--- src/rtl/psds_pkg.sv ---
// Shared types and constants of the point-set distance sum block.
// Used by psds_iter and point_set_distance_sum; depends on nothing.
package psds_pkg;

    localparam int DEFAULT_COORD_WIDTH    = 32;
    localparam int DEFAULT_COEF_FRAC_BITS = 14;

    localparam int COEF_W      = 16;
    localparam int CFG_INDEX_W = 3;
    localparam int LEN_W       = 8;
    localparam int SUM_W       = 64;

    localparam logic signed [COEF_W-1:0] COEF_11_RESET = 16'sd16384;
    localparam logic signed [COEF_W-1:0] COEF_12_RESET = 16'sd16384;
    localparam logic signed [COEF_W-1:0] COEF_21_RESET = -16'sd16384;
    localparam logic signed [COEF_W-1:0] COEF_22_RESET = 16'sd16384;

    typedef enum logic [1:0] {
        MODE_EUCLID    = 2'd0,
        MODE_MANHATTAN = 2'd1,
        MODE_AFFINE    = 2'd2,
        MODE_CHEBYSHEV = 2'd3
    } metric_t;

    typedef enum logic [CFG_INDEX_W-1:0] {
        REG_METRIC_MODE = 3'd0,
        REG_CENTER_X    = 3'd1,
        REG_CENTER_Y    = 3'd2,
        REG_COEF_11     = 3'd3,
        REG_COEF_12     = 3'd4,
        REG_COEF_21     = 3'd5,
        REG_COEF_22     = 3'd6
    } reg_index_t;

    typedef enum logic [1:0] {
        OP_MUL  = 2'd0,
        OP_DIV  = 2'd1,
        OP_SQRT = 2'd2
    } op_t;

    typedef enum logic [3:0] {
        S_IDLE,
        S_SETUP,
        S_SQ1,
        S_SQ2,
        S_ROOT,
        S_DET,
        S_DETCHK,
        S_AM1,
        S_AM2,
        S_ADIV,
        S_ACC
    } state_t;

    typedef struct packed {
        logic             start;
        op_t              op;
        logic [LEN_W-1:0] len;
    } iter_req_t;

    typedef struct packed {
        logic busy;
        logic done;
    } iter_stat_t;

endpackage

--- src/rtl/psds_iter.sv ---
// Shared iterative arithmetic unit: shift-add multiply, restoring divide and
// restoring square root, one bit per cycle through one adder. Uses psds_pkg.
module psds_iter #(
    parameter int AW = 98
) (
    input  logic                  aclk,
    input  logic                  aresetn,
    input  psds_pkg::iter_req_t   req,
    input  logic [AW-1:0]         opa,
    input  logic [AW-1:0]         opb,
    output psds_pkg::iter_stat_t  stat,
    output logic [AW-1:0]         result
);
    import psds_pkg::*;

    logic [AW-1:0]    a_reg, a_next, b_reg, b_next, r_reg, r_next, rem_reg, rem_next;
    op_t              op_reg, op_next;
    logic [LEN_W-1:0] len_reg, len_next, cnt_reg, cnt_next;
    logic             busy_reg, busy_next, done_reg, done_next;

    logic [AW-1:0] x, y, yy;
    logic          sub;
    logic [AW:0]   sum_w;
    logic          fits;

    // One adder serves every operation; for subtraction bit AW is the no-borrow flag.
    always_comb begin
        case (op_reg)
            OP_DIV: begin
                x   = {rem_reg[AW-2:0], a_reg[AW-1]};
                y   = b_reg;
                sub = 1'b1;
            end
            OP_SQRT: begin
                x   = {rem_reg[AW-3:0], a_reg[AW-1:AW-2]};
                y   = {r_reg[AW-3:0], 2'b01};
                sub = 1'b1;
            end
            default: begin
                x   = r_reg;
                y   = b_reg[0] ? a_reg : '0;
                sub = 1'b0;
            end
        endcase
        yy    = sub ? ~y : y;
        sum_w = {1'b0, x} + {1'b0, yy} + {{AW{1'b0}}, sub};
        fits  = sum_w[AW];
    end

    always_comb begin
        a_next    = a_reg;
        b_next    = b_reg;
        r_next    = r_reg;
        rem_next  = rem_reg;
        op_next   = op_reg;
        len_next  = len_reg;
        cnt_next  = cnt_reg;
        busy_next = busy_reg;
        done_next = 1'b0;
        if (!busy_reg && req.start) begin
            a_next    = opa;
            b_next    = opb;
            r_next    = '0;
            rem_next  = '0;
            op_next   = req.op;
            len_next  = req.len;
            cnt_next  = '0;
            busy_next = 1'b1;
        end else if (busy_reg) begin
            case (op_reg)
                OP_DIV: begin
                    a_next   = a_reg << 1;
                    rem_next = fits ? sum_w[AW-1:0] : x;
                    r_next   = {r_reg[AW-2:0], fits};
                end
                OP_SQRT: begin
                    a_next   = a_reg << 2;
                    rem_next = fits ? sum_w[AW-1:0] : x;
                    r_next   = {r_reg[AW-2:0], fits};
                end
                default: begin
                    r_next = sum_w[AW-1:0];
                    a_next = a_reg << 1;
                    b_next = b_reg >> 1;
                end
            endcase
            cnt_next = cnt_reg + 1'b1;
            if (cnt_reg == len_reg - 1'b1) begin
                busy_next = 1'b0;
                done_next = 1'b1;
            end
        end
    end

    always_ff @(posedge aclk) begin
        if (!aresetn) begin
            busy_reg <= 1'b0;
            done_reg <= 1'b0;
            op_reg   <= OP_MUL;
            cnt_reg  <= '0;
            len_reg  <= '0;
        end else begin
            busy_reg <= busy_next;
            done_reg <= done_next;
            op_reg   <= op_next;
            cnt_reg  <= cnt_next;
            len_reg  <= len_next;
        end
    end

    always_ff @(posedge aclk) begin
        a_reg   <= a_next;
        b_reg   <= b_next;
        r_reg   <= r_next;
        rem_reg <= rem_next;
    end

    assign stat.busy = busy_reg;
    assign stat.done = done_reg;
    assign result    = r_reg;

endmodule

--- src/rtl/point_set_distance_sum.sv ---
// Top level of the point-set distance sum block: configuration registers,
// sequencer, accumulator and result register. Uses psds_pkg and psds_iter.

// Points arrive one request at a time as signed Q16.16 coordinates; each
// point's distance from the configured centre is added to a 64-bit
// saturating sum, and the point marked last_point produces one result
// request carrying the sum and two sticky flags, after which the sum and the
// flags start again from zero. The block handles one point at a time and
// drops s_ready while it works. Euclidean points take two squarings and a
// square root, each one bit per cycle in the shared iterative unit. Affine
// points take four shift-add products of a 16-bit coefficient and two long
// divisions by the determinant, again one bit per cycle in that same unit.
// A finished result sits in an output register, so the next point is taken
// while it waits; only a second last point stalls until the first result is
// taken. A zero determinant in affine mode adds nothing, raises
// singular_basis and ends the point.
// Configuration writes are always ready and are meant to be issued while the
// block is idle.
module point_set_distance_sum #(
    parameter int COORD_WIDTH    = psds_pkg::DEFAULT_COORD_WIDTH,
    parameter int COEF_FRAC_BITS = psds_pkg::DEFAULT_COEF_FRAC_BITS
) (
    input  logic                              aclk,
    input  logic                              aresetn,
    input  logic                              cfg_valid,
    output logic                              cfg_ready,
    input  logic [psds_pkg::CFG_INDEX_W-1:0]  cfg_index,
    input  logic [COORD_WIDTH-1:0]            cfg_data,
    input  logic                              s_valid,
    output logic                              s_ready,
    input  logic signed [COORD_WIDTH-1:0]     s_point_x,
    input  logic signed [COORD_WIDTH-1:0]     s_point_y,
    input  logic                              s_last_point,
    output logic                              m_valid,
    input  logic                              m_ready,
    output logic [psds_pkg::SUM_W-1:0]        m_total_length,
    output logic                              m_saturated,
    output logic                              m_singular_basis
);
    import psds_pkg::*;

    localparam int CW   = COORD_WIDTH;
    localparam int F    = COEF_FRAC_BITS;
    localparam int MW   = CW + 1;           // difference and magnitude width
    localparam int NW   = 2 * MW;           // radicand width
    localparam int PW   = CW + 17;          // width of |p - q| or p + q
    localparam int DNW  = PW + F;           // numerator width
    localparam int AW0  = (NW > DNW) ? NW : DNW;
    localparam int AW   = (AW0 > 34) ? AW0 : 34;
    localparam int MXW  = ((AW > SUM_W) ? AW : SUM_W) + 1;
    localparam int DETW = 2 * COEF_W + 1;

    // Configuration registers.
    metric_t                  mode_reg, mode_next;
    logic signed [CW-1:0]     cx_reg, cx_next, cy_reg, cy_next;
    logic signed [COEF_W-1:0] c11_reg, c11_next, c12_reg, c12_next;
    logic signed [COEF_W-1:0] c21_reg, c21_next, c22_reg, c22_next;

    // Sequencer and working registers.
    state_t                   state_reg, state_next;
    logic signed [MW-1:0]     dx_reg, dx_next, dy_reg, dy_next;
    logic [MW-1:0]            ax_reg, ax_next, ay_reg, ay_next;
    logic                     last_reg, last_next, half_reg, half_next;
    logic [NW-1:0]            t_reg, t_next;
    logic [PW-1:0]            p_reg, p_next;
    logic [SUM_W-1:0]         u_reg, u_next, d_reg, d_next;
    logic signed [2*COEF_W-1:0] detp_reg, detp_next;
    logic signed [DETW-1:0]   det_reg, det_next;

    // Accumulator and result register.
    logic [SUM_W-1:0]         sum_reg, sum_next, out_sum_reg, out_sum_next;
    logic                     sat_reg, sat_next, sing_reg, sing_next;
    logic                     out_sat_reg, out_sat_next, out_sing_reg, out_sing_next;
    logic                     m_valid_reg, m_valid_next;

    // Shared unit.
    iter_req_t                ureq;
    iter_stat_t               ustat;
    logic [AW-1:0]            uop_a, uop_b, ures;

    // Helper signals.
    logic                     accept, out_ok, sel_v, pn, qn;
    logic signed [COEF_W-1:0] pc, qc;
    logic signed [MW-1:0]     px_s, qy_s;
    logic [MW-1:0]            pxm, qym;
    logic [COEF_W-1:0]        pcm, qcm;
    logic [PW-1:0]            qv, comb_pq;
    logic [NW-1:0]            rad_sum;
    logic [DETW-1:0]          dm_w;
    logic [MXW-1:0]           q_ext;
    logic [SUM_W-1:0]         uval;
    logic [SUM_W:0]           t65, s65;
    logic [SUM_W-1:0]         new_sum;
    logic                     new_sat;
    logic signed [2*COEF_W-1:0] prod2;

    function automatic logic [COEF_W-1:0] mag16(input logic signed [COEF_W-1:0] v);
        mag16 = v[COEF_W-1] ? COEF_W'(-v) : v;
    endfunction

    assign accept    = s_valid && s_ready;
    assign out_ok    = !m_valid_reg || m_ready;
    assign cfg_ready = 1'b1;

    // The v coordinate's operands are issued straight from the division state.
    assign sel_v = half_reg || (state_reg == S_ADIV);
    assign pc    = sel_v ? c11_reg : c22_reg;
    assign qc    = sel_v ? c21_reg : c12_reg;
    assign px_s  = sel_v ? dy_reg : dx_reg;
    assign qy_s  = sel_v ? dx_reg : dy_reg;
    assign pxm   = sel_v ? ay_reg : ax_reg;
    assign qym   = sel_v ? ax_reg : ay_reg;
    assign pcm   = mag16(pc);
    assign qcm   = mag16(qc);
    assign pn    = pc[COEF_W-1] != px_s[MW-1];
    assign qn    = !(qc[COEF_W-1] != qy_s[MW-1]);

    always_comb begin
        qv = ures[PW-1:0];
        if (pn == qn) begin
            comb_pq = p_reg + qv;
        end else if (p_reg >= qv) begin
            comb_pq = p_reg - qv;
        end else begin
            comb_pq = qv - p_reg;
        end
    end

    assign rad_sum = t_reg + ures[NW-1:0];
    assign dm_w    = det_reg[DETW-1] ? DETW'(-det_reg) : DETW'(det_reg);
    assign prod2   = c21_reg * c12_reg;

    // A quotient that does not fit 64 bits sticks at all ones.
    assign q_ext = MXW'(ures);
    assign uval  = (q_ext > MXW'({SUM_W{1'b1}})) ? {SUM_W{1'b1}} : q_ext[SUM_W-1:0];
    assign t65   = {1'b0, u_reg} + {1'b0, uval};

    assign s65     = {1'b0, sum_reg} + {1'b0, d_reg};
    assign new_sum = s65[SUM_W] ? {SUM_W{1'b1}} : s65[SUM_W-1:0];
    assign new_sat = sat_reg || s65[SUM_W] || (new_sum == {SUM_W{1'b1}});

    psds_iter #(
        .AW(AW)
    ) u_iter (
        .aclk    (aclk),
        .aresetn (aresetn),
        .req     (ureq),
        .opa     (uop_a),
        .opb     (uop_b),
        .stat    (ustat),
        .result  (ures)
    );

    // Next state.
    always_comb begin
        state_next = state_reg;
        case (state_reg)
            S_IDLE: begin
                if (s_valid) state_next = S_SETUP;
            end
            S_SETUP: begin
                case (mode_reg)
                    MODE_EUCLID: state_next = S_SQ1;
                    MODE_AFFINE: state_next = S_DET;
                    default:     state_next = S_ACC;
                endcase
            end
            S_SQ1: begin
                if (ustat.done) state_next = S_SQ2;
            end
            S_SQ2: begin
                if (ustat.done) state_next = S_ROOT;
            end
            S_ROOT: begin
                if (ustat.done) state_next = S_ACC;
            end
            S_DET: begin
                state_next = S_DETCHK;
            end
            S_DETCHK: begin
                state_next = (det_reg == '0) ? S_ACC : S_AM1;
            end
            S_AM1: begin
                if (ustat.done) state_next = S_AM2;
            end
            S_AM2: begin
                if (ustat.done) state_next = S_ADIV;
            end
            S_ADIV: begin
                if (ustat.done) state_next = half_reg ? S_ACC : S_AM1;
            end
            S_ACC: begin
                if (!last_reg || out_ok) state_next = S_IDLE;
            end
            default: state_next = S_IDLE;
        endcase
    end

    // Outputs of the sequencer: input ready and requests to the shared unit.
    always_comb begin
        s_ready    = (state_reg == S_IDLE);
        ureq.start = 1'b0;
        ureq.op    = OP_MUL;
        ureq.len   = LEN_W'(COEF_W);
        uop_a      = AW'(pxm);
        uop_b      = AW'(pcm);
        case (state_reg)
            S_SETUP: begin
                ureq.start = (mode_reg == MODE_EUCLID);
                ureq.len   = LEN_W'(MW);
                uop_a      = AW'(ax_reg);
                uop_b      = AW'(ax_reg);
            end
            S_SQ1: begin
                ureq.start = ustat.done;
                ureq.len   = LEN_W'(MW);
                uop_a      = AW'(ay_reg);
                uop_b      = AW'(ay_reg);
            end
            S_SQ2: begin
                ureq.start = ustat.done;
                ureq.op    = OP_SQRT;
                ureq.len   = LEN_W'(MW);
                uop_a      = AW'(rad_sum) << (AW - NW);
                uop_b      = '0;
            end
            S_DETCHK: begin
                ureq.start = (det_reg != '0);
            end
            S_AM1: begin
                ureq.start = ustat.done;
                uop_a      = AW'(qym);
                uop_b      = AW'(qcm);
            end
            S_AM2: begin
                ureq.start = ustat.done;
                ureq.op    = OP_DIV;
                ureq.len   = LEN_W'(DNW);
                uop_a      = AW'(comb_pq) << (AW - PW);
                uop_b      = AW'(dm_w);
            end
            S_ADIV: begin
                ureq.start = ustat.done && !half_reg;
            end
            default: begin
                ureq.start = 1'b0;
            end
        endcase
    end

    // Datapath and configuration next values.
    always_comb begin
        mode_next     = mode_reg;
        cx_next       = cx_reg;
        cy_next       = cy_reg;
        c11_next      = c11_reg;
        c12_next      = c12_reg;
        c21_next      = c21_reg;
        c22_next      = c22_reg;
        dx_next       = dx_reg;
        dy_next       = dy_reg;
        ax_next       = ax_reg;
        ay_next       = ay_reg;
        last_next     = last_reg;
        half_next     = half_reg;
        t_next        = t_reg;
        p_next        = p_reg;
        u_next        = u_reg;
        d_next        = d_reg;
        detp_next     = detp_reg;
        det_next      = det_reg;
        sum_next      = sum_reg;
        sat_next      = sat_reg;
        sing_next     = sing_reg;
        out_sum_next  = out_sum_reg;
        out_sat_next  = out_sat_reg;
        out_sing_next = out_sing_reg;
        m_valid_next  = m_valid_reg && !m_ready;

        if (cfg_valid && cfg_ready) begin
            case (reg_index_t'(cfg_index))
                REG_METRIC_MODE: mode_next = metric_t'(cfg_data[1:0]);
                REG_CENTER_X:    cx_next   = cfg_data;
                REG_CENTER_Y:    cy_next   = cfg_data;
                REG_COEF_11:     c11_next  = cfg_data[COEF_W-1:0];
                REG_COEF_12:     c12_next  = cfg_data[COEF_W-1:0];
                REG_COEF_21:     c21_next  = cfg_data[COEF_W-1:0];
                REG_COEF_22:     c22_next  = cfg_data[COEF_W-1:0];
                default: begin
                    mode_next = mode_reg;
                end
            endcase
        end

        case (state_reg)
            S_IDLE: begin
                if (accept) begin
                    dx_next   = {s_point_x[CW-1], s_point_x} - {cx_reg[CW-1], cx_reg};
                    dy_next   = {s_point_y[CW-1], s_point_y} - {cy_reg[CW-1], cy_reg};
                    ax_next   = dx_next[MW-1] ? MW'(-dx_next) : MW'(dx_next);
                    ay_next   = dy_next[MW-1] ? MW'(-dy_next) : MW'(dy_next);
                    last_next = s_last_point;
                    half_next = 1'b0;
                end
            end
            S_SETUP: begin
                detp_next = c11_reg * c22_reg;
                if (mode_reg == MODE_MANHATTAN) begin
                    d_next = SUM_W'({1'b0, ax_reg} + {1'b0, ay_reg});
                end else begin
                    d_next = SUM_W'((ax_reg > ay_reg) ? ax_reg : ay_reg);
                end
            end
            S_SQ1: begin
                if (ustat.done) t_next = ures[NW-1:0];
            end
            S_ROOT: begin
                if (ustat.done) d_next = SUM_W'(ures[MW-1:0]);
            end
            S_DET: begin
                det_next = {detp_reg[2*COEF_W-1], detp_reg} - {prod2[2*COEF_W-1], prod2};
            end
            S_DETCHK: begin
                if (det_reg == '0) begin
                    d_next    = '0;
                    sing_next = 1'b1;
                end
            end
            S_AM1: begin
                if (ustat.done) p_next = ures[PW-1:0];
            end
            S_ADIV: begin
                if (ustat.done) begin
                    if (!half_reg) begin
                        u_next    = uval;
                        half_next = 1'b1;
                    end else begin
                        d_next = t65[SUM_W] ? {SUM_W{1'b1}} : t65[SUM_W-1:0];
                    end
                end
            end
            S_ACC: begin
                if (!last_reg) begin
                    sum_next = new_sum;
                    sat_next = new_sat;
                end else if (out_ok) begin
                    out_sum_next  = new_sum;
                    out_sat_next  = new_sat;
                    out_sing_next = sing_reg;
                    m_valid_next  = 1'b1;
                    sum_next      = '0;
                    sat_next      = 1'b0;
                    sing_next     = 1'b0;
                end
            end
            default: begin
                d_next = d_reg;
            end
        endcase
    end

    always_ff @(posedge aclk) begin
        if (!aresetn) begin
            state_reg   <= S_IDLE;
            mode_reg    <= MODE_EUCLID;
            cx_reg      <= '0;
            cy_reg      <= '0;
            c11_reg     <= COEF_11_RESET;
            c12_reg     <= COEF_12_RESET;
            c21_reg     <= COEF_21_RESET;
            c22_reg     <= COEF_22_RESET;
            half_reg    <= 1'b0;
            sum_reg     <= '0;
            sat_reg     <= 1'b0;
            sing_reg    <= 1'b0;
            m_valid_reg <= 1'b0;
        end else begin
            state_reg   <= state_next;
            mode_reg    <= mode_next;
            cx_reg      <= cx_next;
            cy_reg      <= cy_next;
            c11_reg     <= c11_next;
            c12_reg     <= c12_next;
            c21_reg     <= c21_next;
            c22_reg     <= c22_next;
            half_reg    <= half_next;
            sum_reg     <= sum_next;
            sat_reg     <= sat_next;
            sing_reg    <= sing_next;
            m_valid_reg <= m_valid_next;
        end
    end

    always_ff @(posedge aclk) begin
        dx_reg       <= dx_next;
        dy_reg       <= dy_next;
        ax_reg       <= ax_next;
        ay_reg       <= ay_next;
        last_reg     <= last_next;
        t_reg        <= t_next;
        p_reg        <= p_next;
        u_reg        <= u_next;
        d_reg        <= d_next;
        detp_reg     <= detp_next;
        det_reg      <= det_next;
        out_sum_reg  <= out_sum_next;
        out_sat_reg  <= out_sat_next;
        out_sing_reg <= out_sing_next;
    end

    assign m_valid          = m_valid_reg;
    assign m_total_length   = out_sum_reg;
    assign m_saturated      = out_sat_reg;
    assign m_singular_basis = out_sing_reg;

    // The sequencer never starts the shared unit while it is still iterating.
    a_start_idle: assert property (@(posedge aclk) disable iff (!aresetn)
        ureq.start |-> !ustat.busy)
        else $error("shared unit started while busy");

    // One point at a time: ready drops right after a point is taken.
    a_one_at_a_time: assert property (@(posedge aclk) disable iff (!aresetn)
        accept |=> !s_ready)
        else $error("input ready right after an accepted point");

    // Emitting a result clears the accumulator and both sticky flags.
    a_clear_after_result: assert property (@(posedge aclk) disable iff (!aresetn)
        (state_reg == S_ACC && last_reg && out_ok)
        |=> (sum_reg == '0 && !sat_reg && !sing_reg))
        else $error("accumulator not cleared after a result");

    // A sum stuck at its maximum always carries the saturation flag.
    a_sat_flag: assert property (@(posedge aclk) disable iff (!aresetn)
        (sum_reg == {SUM_W{1'b1}}) |-> sat_reg)
        else $error("saturated sum without flag");

endmodule
--- config.mk ---
export PLATFORM = sky130hd
export DESIGN_NAME = point_set_distance_sum
export DESIGN_NICKNAME = d
export VERILOG_FILES = /design/src/rtl/psds_pkg.sv /design/src/rtl/psds_iter.sv /design/src/rtl/point_set_distance_sum.sv
export SDC_FILE = /design/constraint.sdc
export NUM_CORES = 2
export LEC_CHECK = 0
export BUFFER_PORTS_ARGS = -buffer_cell sky130_fd_sc_hd__buf_2
export CORE_AREA = 2 2 373 375
export CTS_CLUSTER_DIAMETER = 40
export CTS_CLUSTER_SIZE = 16
export DETAILED_ROUTE_END_ITERATION = 6
export DIE_AREA = 0 0 375 377
export GPL_ROUTABILITY_DRIVEN = 0
export PLACE_DENSITY = 0.83
export SLEW_MARGIN = 20
export SYNTH_ARGS = -nofsm -noshare
export SYNTH_HDL_FRONTEND = slang
export SYNTH_SLANG_ARGS = --single-unit
--- constraint.sdc ---
create_clock -name aclk -period 9.36 [get_ports aclk]
set_input_delay 1.872 -clock aclk [delete_from_list [all_inputs] [get_ports aclk]]
set_output_delay 1.872 -clock aclk [all_outputs]
set_load 0.02 [all_outputs]
**Word level (Yosys, flattened, before mapping)**

Cells that the tools add are included.

- Register bits after elaboration: 992
- Latch bits: 0
- RAM bits: 0
- ROM bits: 0
- Bits of input ports: 105
- Output and inout port bits: 69
- Logic and storage cells: 224
- Memories kept: 0

- $add $sub $neg: 19
- $mul: 2
- Divide/modulo/power cells: 0
- Magnitude comparators: 3
- Equality and inequality tests: 40
- Shift operators: 0
- Mux-type cells: 70
- Bitwise gates (word level): 4
- Reductions and logical operators: 48

Operator list:

| operator | number |
|---|---|
| $mux W66 | 9 |
| $mux W64 | 9 |
| $pmux W66 S5 | 1 |
| $pmux W66 S2 | 2 |
| $pmux W64 S4 | 1 |
| $mux W33 | 6 |
| $pmux W33 S5 | 1 |
| $add A64 B64 Y65 | 2 |
| $neg A33 Y33 | 3 |
| $sub A32 B32 Y33 | 3 |
| $mux W49 | 2 |
| $sub A49 B49 Y49 | 2 |
| $add A66 B66 Y67 | 1 |
| $add A67 B1 Y67 | 1 |
| $add A66 B66 Y66 | 1 |
| $gt A66 B64 Y1 const B | 1 |
| $not A66 Y66 | 1 |
| $mux W65 | 1 |
| $eq A64 B64 Y1 const B | 1 |
| $mul A16 B16 Y32 | 2 |
| $mux W16 | 4 |
| $mux W32 | 2 |
| $add A49 B49 Y49 | 1 |
| $ge A49 B49 Y1 | 1 |
| other kinds (47) | 128 |

**Logic depth before layout (Yosys ltp)**

- Word-level depth: 9
- Gate-level depth with buffers: 28
- Mapped depth without buffers: 26

**By module**

A second synthesis with hierarchy kept.

- Cell total of the unflattened synthesis: 10887
- Area total of the unflattened synthesis: 92682.6 um^2

Modules (own cells, without submodules):

| module | instances | cells each | area an instance (um^2) | seq. area each (um^2) |
|---|---|---|---|---|
| point_set_distance_sum | 1 | 8578 | 73555.5 | 17346.6 |
| psds_iter | 1 | 2309 | 19127.1 | 6986.7 |

**Worst setup path after synthesis**

Ideal clock, no wire load.

- Kind: reg-to-reg
- Start: register det_reg[19]
- End: register d_reg[0] (enable)
- Data arrival time: 7.307 ns
- Data required time: 8.778 ns
- Slack: 1.472 ns
- Stages on the path, launching flop included: 8
- Buffers on the path: 0
- Period minus slack after synthesis: 7.888 ns
- Path through: edfxtp_1 or4_1 or3_1 or4_1 or4_1 nor3_2 a211oi_1 a211oi_1

- Cells in the longest elaborated chain, start to end: 3

RTL lines:

| element | line | RTL |
|---|---|---|
| start, declared | point_set_distance_sum.sv:68 | `logic signed [DETW-1:0] det_reg, det_next;` |
| start signal, assigned | point_set_distance_sum.sv:405 | `det_reg <= det_next;` |
| $logic_not A33 Y1 | point_set_distance_sum.sv:324 | `if (det_reg == '0) begin` |
| $ne A2 B2 Y1 (no source line) | n/a |  |
| $reduce_and A5 Y1 (no source line) | n/a |  |
| end signal, assigned | point_set_distance_sum.sv:403 | `d_reg <= d_next;` |
| end, declared | point_set_distance_sum.sv:66 | `logic [SUM_W-1:0] u_reg, u_next, d_reg, d_next;` |

Every way passes these cells.
A chain may end at the register's enable or synchronous reset.

**Worst setup path in the final report**

- Start: register c11_reg[11]
- End: register detp_reg[31], data pin

- Cells in the longest elaborated chain, start to end: 1

RTL lines:

| element | line | RTL |
|---|---|---|
| start, declared | point_set_distance_sum.sv:56 | `logic signed [COEF_W-1:0] c11_reg, c11_next, c12_reg, c12_next;` |
| start signal, assigned | point_set_distance_sum.sv:382 | `c11_reg <= c11_next;` |
| $mul A16 B16 Y32 | point_set_distance_sum.sv:307 | `detp_next = c11_reg * c22_reg;` |
| end signal, assigned | point_set_distance_sum.sv:404 | `detp_reg <= detp_next;` |
| end, declared | point_set_distance_sum.sv:67 | `logic signed [2*COEF_W-1:0] detp_reg, detp_next;` |

Every way passes these cells.

==> qor.csv <==
stage,metric,value,unit
run_status,status,finished with violations,
run_status,violated checks,design-rule violations,
clock_tree,Hold Buf Count CTS,0,
synth,Synth top area share,18.08,%
critical_path,max incr delay on CP,840,ps
synth,sequential share of the synthesized area,25.79,%
floorplanning,io pins,174,
clock_tree,clock-pin slew on the worst setup and hold paths,60,ps
sta,Clock Skew,52.31,ps
clock_tree,htree depth,4,
critical_path,Worst Path Buf+Inv,3,
sta,final setup fails,0,
floorplanning,chip width,375,um
synth,"Distinct cells, synth",95,
sta,Final Hold Viols,0,
sta,slew margin rel.,6.246,%
synth,syn_area_per_cell,8.526,um2
critical_path,Worst setup EP type,register,
synth,Post-synth top flop,edfxtp_1,
clock_tree,worst-skew pair later-pin latency,840,ps
place,port bufs,172,
synth,Syn Nets,11960,
synth,Area contributors post-synth,"edfxtp_1, fa_1, ha_1, dfxtp_1, a21oi_1",
clock_tree,postcts setup bufs,0,
critical_path,Worst Setup SP,c11_reg[11],
layout,area delta synth->final,7.608,%
critical_path,CP max stage cell,dfxtp_1,
critical_path,required time worst endpoint,9900,ps
layout,layout cells sized above 1,5.970,%
critical_path,"most used cell, CP",fa_1,
route,routed vias,83690,
critical_path,worst path arrival time,8440,ps
synth,#FFs+latches synth,889,
floorplanning,die height,377,um
route,First-pass DRT Iterations,7,
min_path,Hold Path Origin,sing_reg,
global_route,number of global-route vias before repair,81780,
critical_path,"Cell Chain, Critical Path","nand2_1, fa_1, fa_1, fa_1, inv_1, fa_1, fa_1, inv_1, fa_1, inv_1, ha_1, nand3_1, nand2_1, a41o_1, o41ai_1, o21ai_0, o21ai_0, a31o_2, nor2b_1, a311o_1, a21oi_1, xnor2_1",
route,routed wire length,298000,um
global_route,pin count of the biggest net entering global routing,107,
place,Post-DP HPWL,223800,um
critical_path,Worst R2R Start,c11_reg[11],
route,DR WL/cell,24.18,um
flow_run,Max Cap Violations,0,
layout,"commonest non-fill, non-tap cell in the layout",nand2_1,
sta,Max Slew Vio Count,0,
critical_path,Crit Path Category,reg2reg,
clock_tree,CTS max path bufs,3,
clock_tree,clk sinks,889,
global_route,initial antenna violation count,16,
clock_tree,TritonCTS clock tree,done,
clock_tree,post-CTS sizing,0,
synth,post-synthesis cell area,90040,um2
synth,Post-synth EDFFs,542,
sta,worst hold margin,444.0,ps
clock_tree,cts bufs inserted,138,
clock_tree,root buffer cell,clkbuf_16,
min_path,worst min path class,reg2reg,
synth,Syn. warnings,0,
route,vias per std cell,6.791,
floorplanning,core area,137000,um2
power,worst vdd ir,0.1949,mV
critical_path,crit path max fanout,20,
floorplanning,Starting Density,65.73,%
sta,worst slew pin tran,1396,ps
power,P_leak,41.79,nW
critical_path,worst reg-to-reg setup slack,1460,ps
critical_path,Setup crit start kind,register,
layout,layout net count,11800,
sta,Final Critical Period,7904,ps
sta,crit share post-route,84.44,%
synth,ys async rst share,0,%
global_route,total track usage,41.30,%
synth,Cells after Synth,10560,
sta,RSZ-0062 raised after global routing,no,
sta,setup TNS,0,ps
floorplanning,total die area,141400,um2
floorplanning,Row Count,136,
route,DRC,21,
global_route,first-pass GRT wire length,458300,um
layout,most frequent cells in the layout,"nand2_1, inv_1, a21oi_1",
route,number of DRC markers in iteration 0,11610,
power,Power Dens Cells,265.2,nW/um2
sta,Peak Freq,0.1265,GHz
global_route,total congestion overflow,0,
synth,leading area contributor after synthesis,edfxtp_1,
critical_path,kind of cell adding the most delay to the critical path,adder cells,
route,DRT antenna net count,0,
==> stage by stage <==
step | utilization [%] | power [W] | cells | instance area, um2 | setup slack, ps
global placement | 67.13 | 0.01911 | 12050 | 91960 | 1941
global route | 70.72 | 0.02679 | 12320 | 96880 | 1254
CTS | 70.70 | 0.02499 | 12310 | 96850 | 1698
finish | 70.73 | 0.02570 | 12330 | 96890 | 1456
floorplan | - | 0.01547 | 10560 | 90040 | 1472
detailed placement | 67.15 | 0.01954 | 12060 | 91980 | 1696
==> layout make-up <==
class / count / area [um2]
Antenna cell: 12 / 30.03
Clock buffer: 157 / 3620
Clock inverter: 101 / 1247
Fill cell: 10130 / 40090
Inverter: 1088 / 4090
Multi-Input combinational cell: 8011 / 60810
Sequential cell: 889 / 23220
Tap cell: 1794 / 2245
Timing Repair Buffer: 273 / 1623
==> power by group <==
part	switching [W]	internal [W]	total (W)
clock	0.00224	0.00316	0.00540
sequential	0.00115	0.00539	0.00653
combinational	0.00885	0.00491	0.0138
total	0.0122	0.0135	0.0257
==> kinds of logic (layout without fill, tap and decap cells) <==
group | count (synthesis) | count (layout) | synth area share (%)
AOI/OAI and AO/OA | 2863 | 2863 | 20.39
xor gates and xnor gates | 570 | 570 | 5.544
adders and majority gates | 1298 | 1298 | 22.85
buffers and inverters | 1661 | 1619 | 6.952
DFF | 889 | 889 | 25.79
muxes | 201 | 201 | 2.248
other | 1 | 13 | 0.004165
and+or+nand+nor | 3078 | 3078 | 16.22
==> worst paths after layout <==
check,end,depth (start not counted)
max,detp_reg[31],22
min reg2reg,m_singular_basis,0
min,m_singular_basis,0
max reg2reg,detp_reg[31],22
==> synth_stat cells (all sizes together) (17+ instances only) <==
cell type and number:
a221oi 134, xnor2 386, o21a 67, mux2i 191, a21oi 874, a311oi 26
or4 22, o31ai 60, a22oi 97, or3 122, nand3b 18, nand3 168
nand2b 103, xor2 184, dfxtp 347, a31oi 82, o22ai 36, a21o 340
nor2 556, a2111oi 17, nor4 34, clkbuf 512, a222oi 28, buf 61
inv 1087, ha 721, a221o 26, o211ai 72, nor2b 97, or2 21
o221ai 40, o21bai 109, edfxtp 542, nand4 103, and3 63, and2 277
o21ai 612, nor3 298, a211oi 64, fa 577, nand2 1144, and4 18
==> worst register-to-register path, cell delays in order (launching register included) <==
cell and delay (ps):
dfxtp_1 840, nand2_1 190, fa_1 550, fa_1 520
fa_1 520, inv_1 50, fa_1 490, fa_1 490
inv_1 50, fa_1 480, inv_1 50, ha_1 340
nand3_1 100, nand2_1 60, a41o_1 210, o41ai_1 680
o21ai_0 510, o21ai_0 500, a31o_2 260, nor2b_1 70
a311o_1 380, a21oi_1 200, xnor2_1 90
==> per-layer routing <==
| layer | track usage, % | routed length (um) | vias to the layer above |
|---|---|---|---|
| li1 | - | - | 36720 |
| met1 | 48.42 | 102100 | 39280 |
| met2 | 64.60 | 130100 | 6071 |
| met3 | 11.50 | 38010 | 1609 |
| met4 | 31.36 | 27630 | 16 |
| met5 | 0 | 109 | - |
Power figures use the tool's default switching activity.
